===== src/tps4_pkg.sv =====
// ----------------------------------------------------------------------------
// tps4_pkg
// Shared types, constants and helper functions for the four-track priority
// sorter.
// ----------------------------------------------------------------------------
package tps4_pkg;

   // Field widths of one track.
   localparam int RATE_W = 24;
   localparam int DIST_W = 24;
   localparam int TAG_W  = 16;
   localparam int SLOT_W = 2;
   localparam int TRACKS = 4;

   // Packed stream widths: 66 payload bits padded up to whole bytes.
   localparam int TRACK_BITS = RATE_W + DIST_W + 2 + TAG_W;
   localparam int TDATA_W    = ((TRACK_BITS + 7) / 8) * 8;
   localparam int PAD_W      = TDATA_W - TRACK_BITS;

   // A distance at or below 0.1 (Q16.8 raw 25) gives a zero ratio.
   localparam logic [DIST_W-1:0] ZERO_DIST_MAX = 24'd25;
   // Near-zero test: |rate| * 10000 < distance.
   localparam int NEAR_SCALE = 10000;
   localparam int NEAR_W     = RATE_W + 16;

   // Product width of a signed rate by a positive distance.
   localparam int PROD_W = 2 * (RATE_W + 1);

   // Compare-swap sequencing.
   localparam int STEP_W = 3;
   localparam logic [STEP_W-1:0] LAST_STEP = 3'd5;
   localparam logic [SLOT_W-1:0] RANK_LAST = 2'd3;

   // Batch queue between the load side and the sort side. Depth is a power
   // of two so that the pointers wrap on their own.
   localparam int QDEPTH = 2;
   localparam int QPTR_W = $clog2(QDEPTH);
   localparam int QCNT_W = $clog2(QDEPTH + 1);

   typedef struct packed {
      logic [TAG_W-1:0]  track_tag;
      logic              radar_detected;
      logic              is_friend;
      logic [DIST_W-1:0] distance;
      logic [RATE_W-1:0] closing_rate;
   } track_type;

   typedef track_type [TRACKS-1:0] batch_type;

   typedef struct packed {
      logic      valid;
      batch_type batch;
   } push_type;

   typedef struct packed {
      logic full;
      logic empty;
   } q_status_type;

   // Slot pairs worked on by the network steps.
   typedef enum logic [1:0] {
      PAIR_01,
      PAIR_12,
      PAIR_23
   } pair_type;

   // Fixed six-step network: (0,1) (2,3) (1,2) (0,1) (2,3) (1,2).
   function automatic pair_type pair_of_step(input logic [STEP_W-1:0] step);
      pair_type p;
      case (step) inside
         3'd0, 3'd3: p = PAIR_01;
         3'd1, 3'd4: p = PAIR_23;
         default:    p = PAIR_12;
      endcase
      return p;
   endfunction

   // Numerator of the ratio: zero for a track that is too close.
   function automatic logic [RATE_W-1:0] track_num(input track_type t);
      return (t.distance > ZERO_DIST_MAX) ? t.closing_rate : '0;
   endfunction

   // Denominator of the ratio: one for a track that is too close.
   function automatic logic [DIST_W-1:0] track_den(input track_type t);
      return (t.distance > ZERO_DIST_MAX) ? t.distance : DIST_W'(1);
   endfunction

endpackage


===== src/tps4_front.sv =====
// ----------------------------------------------------------------------------
// tps4_front
// Load side: writes each accepted track into its slot and, on a go item,
// hands a snapshot of all four slots to the batch queue.
// ----------------------------------------------------------------------------
module tps4_front (
   input  logic                     clock,
   input  logic                     reset,
   input  logic                     in_valid,
   output logic                     in_ready,
   input  logic [tps4_pkg::SLOT_W-1:0] in_slot,
   input  tps4_pkg::track_type      in_track,
   input  logic                     in_go,
   input  tps4_pkg::q_status_type   q_status,
   output tps4_pkg::push_type       push
);
   import tps4_pkg::*;

   batch_type slot_ff;
   batch_type slot_in;
   logic      accept;

   // Tracks are taken whenever the queue can hold another batch.
   assign in_ready = !q_status.full;
   assign accept   = in_valid && in_ready;

   // The new track overwrites its slot; a go snapshot includes it.
   always_comb begin
      slot_in = slot_ff;
      if (accept) begin
         slot_in[in_slot] = in_track;
      end
   end

   assign push.valid = accept && in_go;
   assign push.batch = slot_in;

   always_ff @(posedge clock) begin
      if (reset) begin
         slot_ff <= '0;
      end else begin
         slot_ff <= slot_in;
      end
   end

endmodule


===== config.mk =====
export PLATFORM = sky130hd
export DESIGN_NAME = tps4_front
export DESIGN_NICKNAME = d
export VERILOG_FILES = /design/src/tps4_pkg.sv /design/src/tps4_front.sv
export SDC_FILE = /design/constraint.sdc
export NUM_CORES = 1
export LEC_CHECK = 0
export ABC_AREA = 1
export BUFFER_PORTS_ARGS = -buffer_cell sky130_fd_sc_hd__buf_2
export CAP_MARGIN = 20
export CORE_MARGIN = 3
export CORE_UTILIZATION = 45
export CTS_BUF_LIST = sky130_fd_sc_hd__clkbuf_4
export DETAILED_ROUTE_END_ITERATION = 10
export PLACE_DENSITY_LB_ADDON = 0.1
export SETUP_SLACK_MARGIN = 0.05
export SYNTH_ARGS = -nofsm -noshare
export SYNTH_HDL_FRONTEND = slang
export SYNTH_SLANG_ARGS = --single-unit

===== constraint.sdc =====
create_clock -name clock -period 3.92 [get_ports clock]
set_input_delay 0.784 -clock clock [delete_from_list [all_inputs] [get_ports clock]]
set_output_delay 0.784 -clock clock [all_outputs]
set_load 0.05 [all_outputs]

Word-level counts from Yosys, hierarchy flattened
Cells that the tools add are included.
W data, S select, Z words.
- order comparisons: 2
- reductions and logical operators: 4
- multiplexer cells: 4
- operators with widths (kind ; number):
    $bwmux W264 ; 1
    $mux W264 ; 1
    $demux W66 S2 ; 1
    $mux W66 ; 1
    $logic_and A1 B1 Y1 ; 3
    $lt A2 B3 Y1 const B ; 1
    $ge A2 B1 Y1 const B ; 1
    $logic_not A1 Y1 ; 1
- bits in registers: 264
- input port bits: 74
- logic and storage cells: 30
- output and inout bits: 266

Depth between registers and ports, before layout
- word-level depth: 6
- mapped depth: 9
- depth with buffers taken out: 6

Worst setup path before layout
No wires, ideal clock.
- path type: in2out
- from: input q_status[1] in the netlist's numbering
- to: output push[223] in the netlist's numbering
- data required time: 3.136 ns
- slack: 1.072 ns
- buffers on the path: 2
- stages: 8
- arrival: 2.064 ns
- cell sequence: inv_1 -> nand2_1 -> nor2_1 -> buf_2 -> buf_2 -> nand2_1 -> nand2_1 -> inv_1
- RTL lines (item ; line ; source):
    start: declaration ; tps4_front.sv:14 ; input tps4_pkg::q_status_type q_status,
    end: declaration ; tps4_front.sv:15 ; output tps4_pkg::push_type push

==> flow_summary_export.csv <==
group,metric,value,unit
timing,period_share,84.3,%
routing,via_count,12200,
run,maxCapViolCount,0,
clock_tree,post_cts_hold_buffer_count,0,
timing,finalClockSkew,0,ns
hold_path,hold_path.class,"primary input to flip-flop",
clock_tree,post-cts-setup-buffer-count,0,
power,powerDensity,443,nW/um2
floorplanning,io_pins,340,
worst_setup_path,critPathLaunchType,"primary input",
layout,regMostFlops,"slot_ff",
clock_tree,h_tree_levels,3,
layout,largest_register_ffs,264,
timing,finalSetupViolations,0,
timing,postLayoutSetupSlackWorst,0.617,ns
layout,area_delta_synth_final,22.9,%
synthesis,synthesized_cell_area,12300,um2
timing,finalMaxSlewViolations,0,
worst_setup_path,path_class,"primary input to output pin",
synthesis,synth.lib_cells_used.distinct,12,
floorplanning,design.die.area,29300,um2
clock_tree,clock_tree_from_tritoncts,"yes",
placed_design,place.port_buffers,338,
layout,top_regs,"slot_ff: 264 flops",
timing,timing.fmax,303,MHz
timing,holdWs,0.502,ns
floorplanning,coreArea,26400,um2
timing,final_hold_violation_count,0,
grt,number_of_antenna_violations_at_the_first_check_in_global_routing,2,
layout,final-seq-area,5290,um2
floorplanning,dieWidth,171,um
clock_tree,clockRootBuffer,"sky130_fd_sc_hd__clkbuf_4",
grt,grt_usage,23.6,%
power,p_leak,0.0104,uW
grt,final_global_route_overflow_total,0,
worst_setup_path,cp_data_required_time,3.14,ns
timing,worst-slew-pin-transition,1.01,ns
clock_tree,postCtsResizedCells,0,
layout,postLayoutCellArea,15100,um2
timing,rsz0062_at_grt,"false",
synthesis,netlist_instances,2039,
routing,routed_wirelength,35.7,mm
worst_setup_path,critical_path_peak_fanout,191,
clock_tree,clockBufferDepth,3,
synthesis,yosys_warnings,0,
timing,relSlewSlack,32.7,%
layout,fillerInstances,2778,
timing,finalSetupTns,0,ns
routing,antenna_left,0,
power,worst_ir_drop_vdd,0.000233,V
grt,grt_start_max_net_pins,192,
clock_tree,clock_insertion_delay_worst_skew,0.64,ns
status,status,"completed",
worst_setup_path,cp_data_arrival_time,2.52,ns
placed_design,worst_slack_after_detailed_placement,0.743,ns
timing,fin_crit,3.30,ns
placed_design,placement.cell_area,14200,um2
floorplanning,floorplan.initialDensity,46.5,%
layout,drive_above_1_share,20.1,%
synthesis,postSynthRegisterBits,264,
layout,area_taken_by_multi_input_logic_gates,4310,um2
routing,route.detailed.wl_per_inst,13.0,um
clock_tree,cts_clock_pin_slew_for_the_worst_setup_and_hold_paths,0.06,ns
clock_tree,numCtsBuffers,74,
synthesis,seq_area_frac_synth,43.0,%
routing,route.detailed.vias_per_inst,4.46,
routing,number_of_iterations_in_the_first_detailed_routing_pass,5,
layout,design.final.nets,2443,
synthesis,synthesis.area_per_instance,6.02,um2
grt,vias_in_the_first_global_route,11300,
floorplanning,fp.dieH,171,um
synthesis,mappedNetlistNets,2113,
routing,drc_errors,0,
worst_setup_path,kind_of_end_point_of_the_critical_path,"output pin",
floorplanning,core_rows,59,
clock_tree,numClockSinks,264,
placed_design,dp.final_hpwl,22.7,mm
grt,first_pass_grt_wire_length,55.9,mm
placed_design,routability_cong,0.803,
routing,drtIter0Drc,797,
## cells in the mapped netlist
cell type,count,area share (%)
sky130_fd_sc_hd__buf_1,2,0.061
sky130_fd_sc_hd__nand2_1,600,18
sky130_fd_sc_hd__nor2_2,1,0.051
sky130_fd_sc_hd__buf_6,4,0.37
sky130_fd_sc_hd__nor2_1,269,8.2
sky130_fd_sc_hd__inv_1,599,18
sky130_fd_sc_hd__dfxtp_1,264,43
sky130_fd_sc_hd__buf_4,1,0.061
sky130_fd_sc_hd__clkbuf_1,58,1.8
sky130_fd_sc_hd__buf_2,42,1.7
sky130_fd_sc_hd__inv_2,1,0.031
sky130_fd_sc_hd__nand3_1,198,8.1
## worst max-delay path, stage by stage
cell and delay, ns:
sky130_fd_sc_hd__buf_2 0.09, sky130_fd_sc_hd__inv_1 0.05, sky130_fd_sc_hd__nor2_4 0.20, sky130_fd_sc_hd__buf_12 0.49
sky130_fd_sc_hd__nand3_1 0.15, sky130_fd_sc_hd__nand2_1 0.15, sky130_fd_sc_hd__inv_1 0.06, sky130_fd_sc_hd__buf_2 0.20
## report_power, final
group | internal [uW] | switching (uW)
Clock | 1440 | 1100
Sequential | 2780 | 22.6
Combinational | 276 | 1070
## routing by layer
layer	vias up	track usage (%)	wire length, um
li1	6371	-	-
met1	5377	30.7	16000
met2	422	38.7	16300
met3	64	5.40	2520
met4	2	8.26	892
met5	-	0	13
## per-stage QoR
stage	utilization, %	cells	total power, uW
6_report	57.1	2745	6680
5_1_grt	57.1	2745	7010
4_1_cts	57.1	2743	6780
3_5_place_dp	53.6	2628	4200
3_3_place_gp	53.6	2628	4200
2_1_floorplan	-	2039	3860
## worst paths after layout
kind / start / to / slack, ns / cells after the start
worst max-delay path: in_valid / push[188] / 0.62 / 8
worst min-delay path: in_track[63] / slot_ff[261] / 0.50 / 5
worst max register to register: slot_ff[230] / slot_ff[230] / 3.23 / 4
worst min register to register: slot_ff[224] / slot_ff[224] / 0.52 / 4
## layout by cell type (no fill, tap or decap)
cell type	synthesis	routed
sky130_fd_sc_hd__nand2_2	0	3
sky130_fd_sc_hd__buf_4	1	20
sky130_fd_sc_hd__nor2_4	0	5
sky130_fd_sc_hd__nor2_1	269	265
sky130_fd_sc_hd__buf_12	0	3
sky130_fd_sc_hd__clkbuf_8	0	1
sky130_fd_sc_hd__diode_2	0	2
sky130_fd_sc_hd__bufinv_16	0	3
sky130_fd_sc_hd__clkinv_1	0	2
sky130_fd_sc_hd__nand2_1	600	596
sky130_fd_sc_hd__clkbuf_4	0	108
sky130_fd_sc_hd__inv_1	599	599
sky130_fd_sc_hd__nand2_4	0	1
sky130_fd_sc_hd__dfxtp_1	264	264
sky130_fd_sc_hd__nand3_1	198	198
sky130_fd_sc_hd__buf_2	42	337
sky130_fd_sc_hd__inv_2	1	3
## cells by family (layout without fill, tap and decap cells)
group	Yosys count	count (layout)	synth area share, %
flip-flops	264	264	43.0
other	0	2	0
buffers and inverters	707	1076	22.3
AND/OR/NAND/NOR	1068	1068	34.7
## final cells by class
type,count,share of cell area [%]
sequential,264,35.0
timing repair buffer,361,12.7
clock inverter,7,0.696
inverter,600,14.9
multi-input combinational,1068,28.5
tap,335,2.78
antenna,2,0.0332
clock buffer,108,5.37
Power figures use the tool's default switching activity.
