$ cat config.mk
export PLATFORM = sky130hd
export DESIGN_NAME = tps4_queue
export DESIGN_NICKNAME = d
export VERILOG_FILES = /design/src/tps4_pkg.sv /design/src/tps4_queue.sv
export SDC_FILE = /design/constraint.sdc
export NUM_CORES = 1
export LEC_CHECK = 0
export BUFFER_PORTS_ARGS = -buffer_cell sky130_fd_sc_hd__buf_2
export CORE_AREA = 2 2 207 209
export CTS_CLUSTER_DIAMETER = 80
export CTS_CLUSTER_SIZE = 10
export DETAILED_ROUTE_END_ITERATION = 6
export DIE_AREA = 0 0 209 211
export HOLD_SLACK_MARGIN = 0.15
export PLACE_DENSITY = 0.72
export SLEW_MARGIN = 40
export SYNTH_ARGS = -nofsm -noshare
export SYNTH_HDL_FRONTEND = slang
export SYNTH_SLANG_ARGS = --single-unit
$ cat constraint.sdc
create_clock -name clock -period 31.5 [get_ports clock]
set_input_delay 0 -clock clock [delete_from_list [all_inputs] [get_ports clock]]
set_output_delay 0 -clock clock [all_outputs]
set_load 0.01 [all_outputs]
$ cat src/tps4_pkg.sv
// ----------------------------------------------------------------------------
// tps4_pkg
// Shared types, constants and helper functions for the four-track priority
// sorter.
// ----------------------------------------------------------------------------
package tps4_pkg;

   // Field widths of one track.
   localparam int RATE_W = 24;
   localparam int DIST_W = 24;
   localparam int TAG_W  = 16;
   localparam int SLOT_W = 2;
   localparam int TRACKS = 4;

   // Packed stream widths: 66 payload bits padded up to whole bytes.
   localparam int TRACK_BITS = RATE_W + DIST_W + 2 + TAG_W;
   localparam int TDATA_W    = ((TRACK_BITS + 7) / 8) * 8;
   localparam int PAD_W      = TDATA_W - TRACK_BITS;

   // A distance at or below 0.1 (Q16.8 raw 25) gives a zero ratio.
   localparam logic [DIST_W-1:0] ZERO_DIST_MAX = 24'd25;
   // Near-zero test: |rate| * 10000 < distance.
   localparam int NEAR_SCALE = 10000;
   localparam int NEAR_W     = RATE_W + 16;

   // Product width of a signed rate by a positive distance.
   localparam int PROD_W = 2 * (RATE_W + 1);

   // Compare-swap sequencing.
   localparam int STEP_W = 3;
   localparam logic [STEP_W-1:0] LAST_STEP = 3'd5;
   localparam logic [SLOT_W-1:0] RANK_LAST = 2'd3;

   // Batch queue between the load side and the sort side. Depth is a power
   // of two so that the pointers wrap on their own.
   localparam int QDEPTH = 2;
   localparam int QPTR_W = $clog2(QDEPTH);
   localparam int QCNT_W = $clog2(QDEPTH + 1);

   typedef struct packed {
      logic [TAG_W-1:0]  track_tag;
      logic              radar_detected;
      logic              is_friend;
      logic [DIST_W-1:0] distance;
      logic [RATE_W-1:0] closing_rate;
   } track_type;

   typedef track_type [TRACKS-1:0] batch_type;

   typedef struct packed {
      logic      valid;
      batch_type batch;
   } push_type;

   typedef struct packed {
      logic full;
      logic empty;
   } q_status_type;

   // Slot pairs worked on by the network steps.
   typedef enum logic [1:0] {
      PAIR_01,
      PAIR_12,
      PAIR_23
   } pair_type;

   // Fixed six-step network: (0,1) (2,3) (1,2) (0,1) (2,3) (1,2).
   function automatic pair_type pair_of_step(input logic [STEP_W-1:0] step);
      pair_type p;
      case (step) inside
         3'd0, 3'd3: p = PAIR_01;
         3'd1, 3'd4: p = PAIR_23;
         default:    p = PAIR_12;
      endcase
      return p;
   endfunction

   // Numerator of the ratio: zero for a track that is too close.
   function automatic logic [RATE_W-1:0] track_num(input track_type t);
      return (t.distance > ZERO_DIST_MAX) ? t.closing_rate : '0;
   endfunction

   // Denominator of the ratio: one for a track that is too close.
   function automatic logic [DIST_W-1:0] track_den(input track_type t);
      return (t.distance > ZERO_DIST_MAX) ? t.distance : DIST_W'(1);
   endfunction

endpackage

$ cat src/tps4_queue.sv
// ----------------------------------------------------------------------------
// tps4_queue
// Short queue of four-track batches between the load side and the sort side.
// ----------------------------------------------------------------------------
module tps4_queue (
   input  logic                   clock,
   input  logic                   reset,
   input  tps4_pkg::push_type     push,
   input  logic                   pop,
   output tps4_pkg::batch_type    head,
   output tps4_pkg::q_status_type status
);
   import tps4_pkg::*;

   batch_type         mem_ff [QDEPTH];
   logic [QPTR_W-1:0] wr_ff;
   logic [QPTR_W-1:0] wr_in;
   logic [QPTR_W-1:0] rd_ff;
   logic [QPTR_W-1:0] rd_in;
   logic [QCNT_W-1:0] count_ff;
   logic [QCNT_W-1:0] count_in;

   assign head         = mem_ff[rd_ff];
   assign status.full  = (count_ff == QCNT_W'(QDEPTH));
   assign status.empty = (count_ff == '0);

   // Pointer and fill-count update.
   always_comb begin
      wr_in    = wr_ff;
      rd_in    = rd_ff;
      count_in = count_ff;
      if (push.valid) begin
         wr_in = wr_ff + QPTR_W'(1);
      end
      if (pop) begin
         rd_in = rd_ff + QPTR_W'(1);
      end
      if (push.valid && !pop) begin
         count_in = count_ff + QCNT_W'(1);
      end else if (!push.valid && pop) begin
         count_in = count_ff - QCNT_W'(1);
      end
   end

   always_ff @(posedge clock) begin
      if (reset) begin
         wr_ff    <= '0;
         rd_ff    <= '0;
         count_ff <= '0;
      end else begin
         wr_ff    <= wr_in;
         rd_ff    <= rd_in;
         count_ff <= count_in;
      end
   end

   // Batch storage.
   always_ff @(posedge clock) begin
      if (push.valid) begin
         mem_ff[wr_ff] <= push.batch;
      end
   end

   // The load side must never push into a full queue.
   a_no_overflow: assert property (@(posedge clock) disable iff (reset)
      push.valid |-> !status.full)
      else $error("batch pushed into a full queue");

   // The fill count never passes the depth.
   a_count_range: assert property (@(posedge clock) disable iff (reset)
      count_ff <= QCNT_W'(QDEPTH))
      else $error("queue fill count out of range");

endmodule

==> impl_metrics.yaml, run 1 <==
run_status:
  status: "did not finish"
  stop_stage: "clock tree synthesis (4_1_cts)"
  run.stop_error: "[ERROR RSZ-0060] Max buffer count reached."
die:
  io_pins: 534
  core.rowCount: 75
  initial_utilization: 0.465
  fp.dieH_um: 211
  die_x_um: 209
placement:
  gp_congestion: 0.841
  dp_worst_setup_slack_ns: 28.48
  dpl.hpwl_um: 27800
  port_buffers: 533
  placement.cell_area_sq_um: 22500
clocking:
  cts-buffers-inserted: 60
  cts_htree_levels: 2
  root_buffer: "clkbuf_16"
  hold_bufs_inserted_after_cts: 395
  cts_num_sinks: 533
  cts.path.max_buffers: 3
  cts.repair.resized: 0
  post_cts.repair.setup_buffers: 0
synth:
  synth_edf_count: 528
  post-synth-top-area-fraction: 0.817
  post_synth_instance_area_sq_um: 19400
  synth-async-reset-ratio: 0
  synth.top_cells.by_count: "528 x edfxtp_1, 264 x mux2_2, 23 x clkbuf_8"
  yosys_register_bits: 533
  ys.warnings.count: 0
  synth_sequential_area_ratio: 0.822
  synthesized_netlist_net_count: 1112
  syn-mean-instance-area_sq_um: 23.0
  most_instantiated_library_cell_after_synthesis: "edfxtp_1"
  synth_unique_cells: 15
  yosys_most_used_dff: "edfxtp_1"
  synthesis.instances: 843
  synthTopCellsByArea: "edfxtp_1 82%, mux2_2 15%, clkbuf_8 1.6%"
  synth_largest_area_cell: "edfxtp_1"
logic make-up after synthesis:
family | after synthesis | share of synthesized area
multiplexers | 264 | 0.153
AO/OA/AOI/OAI | 2 | 0.000515
buffers and inverters | 30 | 0.0200
XOR/XNOR | 4 | 0.00180
AND/OR/NAND/NOR | 9 | 0.00226
flip-flops | 533 | 0.822
adder cells (fa/ha/maj) | 1 | 0.000644
per-stage QoR:
step                      hold WS (ns)  cells
after floorplan                 0.0691    843
after global placement           0.187   1896
after detailed placement         0.191   1896
==> run 2, diff against run 1 <==
Settings changed: CORE_AREA 2 2 207 209 to default, CORE_UTILIZATION from default to 40, CTS_CLUSTER_DIAMETER 80 to default, CTS_CLUSTER_SIZE 10 to default, DIE_AREA 0 0 209 211 to default, HOLD_SLACK_MARGIN 0.15 to default, PLACE_DENSITY 0.72 to default, PLACE_DENSITY_LB_ADDON from default to 0.15.
==> run 2 against run 1 <==
Against the previous run: the run now ends clean; area after synthesis is the same; synthesized cell count is the same.
==> impl_metrics.yaml, run 2 <==
run_status:
  status: "finished clean"
timing:
  post-route-period-util: 0.0910
  slew_viol_final: 0
  worst_clock_skew_ns: 0.0116
  post-route-min-period_ns: 2.87
  slew-limit-headroom: 0.451
  grt_setup_unrepaired: "false"
  worst_pin_slew_ns: 0.824
  timing.setup.tns_ns: 0
  finalHoldViolCount: 0
  fin_worst_hold_slack_ns: 0.134
  report.final.setup_viol: 0
  fmaxAchievable_mhz: 349
worst_setup_path:
  worstSetupStartpointType: "register"
  critical_path.slowest_cell: "buf_4"
  critical_path.max_fanout: 68
  critical_path_s_largest_stage_delay_ns: 0.74
  critical_path.cell_chain: "buf_6, buf_4, mux2_2, buf_2"
  setup.worst_path.class: "reg2out"
  cp_data_required_time_ns: 31.50
  r2r_end: "mem_ff[0][1]"
  crit_path_end_kind: "output port"
  critPathArrivalTime_ns: 2.87
  source_of_the_worst_register_to_register_timing_path: "wr_ff"
  r2r_slack_ns: 29.32
  worst_r2r_path_depth: 3
drt:
  route.final.wire_length_um: 46400
  num_vias: 10899
  mean_routed_wirelength_per_cell_um: 19.8
  viasPerCell: 4.66
  route.antenna.remaining_nets: 0
  post-route-drc-count: 0
  drc_marker_count_from_the_first_detailed_route_iteration: 439
  count_of_tritonroute_iterations_in_the_first_routing_pass: 4
synth:
  synth-async-reset-ratio: 0
  synth_edf_count: 528
  synth_unique_cells: 15
  syn-mean-instance-area_sq_um: 23.0
  post_synth_instance_area_sq_um: 19400
  synth_sequential_area_ratio: 0.822
  synth_largest_area_cell: "edfxtp_1"
  most_instantiated_library_cell_after_synthesis: "edfxtp_1"
  synthTopCellsByArea: "edfxtp_1 82%, mux2_2 15%, clkbuf_8 1.6%"
  synthesis.instances: 843
  yosys_most_used_dff: "edfxtp_1"
  synthesized_netlist_net_count: 1112
  yosys_register_bits: 533
  ys.warnings.count: 0
  post-synth-top-area-fraction: 0.817
  synth.top_cells.by_count: "528 x edfxtp_1, 264 x mux2_2, 23 x clkbuf_8"
die:
  dieArea_sq_um: 49400
  io_pins: 534
  core.rowCount: 80
  fp.coreArea_sq_um: 47800
  die_x_um: 222
  initial_utilization: 0.406
  fp.dieH_um: 222
final_layout:
  largest_register_ffs: 528
  post_route_cells_drive_above_1_share: 0.512
  fin_cells: 2341
  final_util: 0.565
  final.fill_count: 3842
  final_net_count: 1953
  final_common_cell: "buf_2"
  layout.cells.most_common_list: "533 x buf_2, 528 x edfxtp_1, 268 x dlygate4sd3_1"
  largestRegisters: "mem_ff (528), count_ff (2)"
  max_flop_register: "mem_ff"
  areaGrowthSynthToFinish_pct: 39.1
clocking:
  cts-buffers-inserted: 54
  cts_htree_levels: 2
  tritoncts: "built"
  cts_num_sinks: 533
  cts.path.max_buffers: 3
  worstSkewPairLatency_ns: 0.58
  cts.repair.resized: 0
  clk_pin_slew_ns: 0.06
  root_buffer: "clkbuf_16"
job:
  maxCapViolations: 0
grt:
  antenna_found_initial: 3
  largest_net_degree_at_the_start_of_global_routing: 77
  via_count_of_the_first_global_routing_pass: 11838
  grt.overflow.total: 0
  grt_pass1_wl_um: 68100
  grtUsageTotal: 0.184
hold_path:
  hp-class: "in2reg"
  worstHoldPathCells: 2
  hold_path_startpoint: "push[177]"
  worst_hold_path.endpoint: "mem_ff[1][177]"
power_and_ir_drop:
  vdd.ir_drop.worst_v: 0.0000507
  power-per-cell-area_nw_per_um2: 60.9
  leakage_nw: 10.1
  total_power_draw_mw: 1.64
placement:
  gp_congestion: 0.806
  dpl.hpwl_um: 31200
  numPlacedInstances: 1975
  port_buffers: 533
[run 2: cell counts after synthesis]
Identical to the previous run, type by type.
[run 2: area by class of cell]
type / instances / area, sq um / area share
flip-flops and latches: 533 / 16000 / 0.591
repair buffers: 814 / 5520 / 0.204
multi-input cells: 280 / 3080 / 0.114
clock buffers: 69 / 1470 / 0.0545
well taps: 615 / 769 / 0.0285
clock inverters: 28 / 206 / 0.00764
inverters: 1 / 3.75 / 0.000139
diodes: 1 / 2.50 / 0.0000926
[run 2: worst max path at each step]
stage / endpoint / slack, ns / cells past startpoint
3_5_place_dp: head[190] / 29.21 / 4
5_1_grt: head[53] / 28.47 / 4
6_report: head[243] / 28.63 / 4
4_1_cts: head[190] / 28.56 / 4
3_3_place_gp: head[244] / 28.19 / 4
2_1_floorplan: mem_ff[0][0] / 18.61 / 1
[run 2: through the flow]
| step | setup WS [ns] | instance area (sq um) |
|---|---|---|
| 6_report | 28.63 | 27000 |
| 5_1_grt | 28.47 | 27000 |
| 4_1_cts | 28.56 | 27000 |
| 3_5_place_dp | 29.21 | 22600 |
| 3_3_place_gp | 28.19 | 22600 |
| 2_1_floorplan | 18.61 | 19400 |
[run 2: cells by family (layout without fill, tap and decap cells)]
| logic type | after synthesis | in the layout | share of synthesized area |
|---|---|---|---|
| flops | 533 | 533 | 0.822 |
| mux | 264 | 264 | 0.153 |
| buf+inv | 30 | 912 | 0.0200 |
| simple gates | 9 | 9 | 0.00226 |
| xor+xnor | 4 | 4 | 0.00180 |
| compound gates | 2 | 2 | 0.000515 |
| fa+ha+maj | 1 | 1 | 0.000644 |
| other cells | 0 | 1 | 0 |
[run 2: report_power, final]
group	leakage (nW)	switching [mW]	internal (mW)	total, mW
sequential	5.00	0.0107	0.829	0.840
combinational	4.35	0.102	0.0988	0.201
clock	0.807	0.252	0.352	0.604
total	10.1	0.365	1.28	1.64
[run 2: metal layers]
layer / vias up / GRT usage / routed length [um]
met2: 366 / 0.336 / 24800
met5: - / 0 / 22
met4: 4 / 0.0858 / 1680
met3: 91 / 0.0452 / 2860
li1: 5067 / - / -
met1: 5371 / 0.199 / 17100
[run 2: repair_timing]
item                                    CTS  global route
hold buffers                            268             0
setup buffers                             0             0
endpoints found under the setup margin    0             0
hold endpoints to repair                533             0
[run 2: critical path: cells and delay by family (launching register included)]
family / cells / cell delay [ns]
buf+inv: 3 / 1.40
flops: 1 / 0.36
mux: 1 / 0.41
No activity file was read; power rests on OpenSTA's default activity.
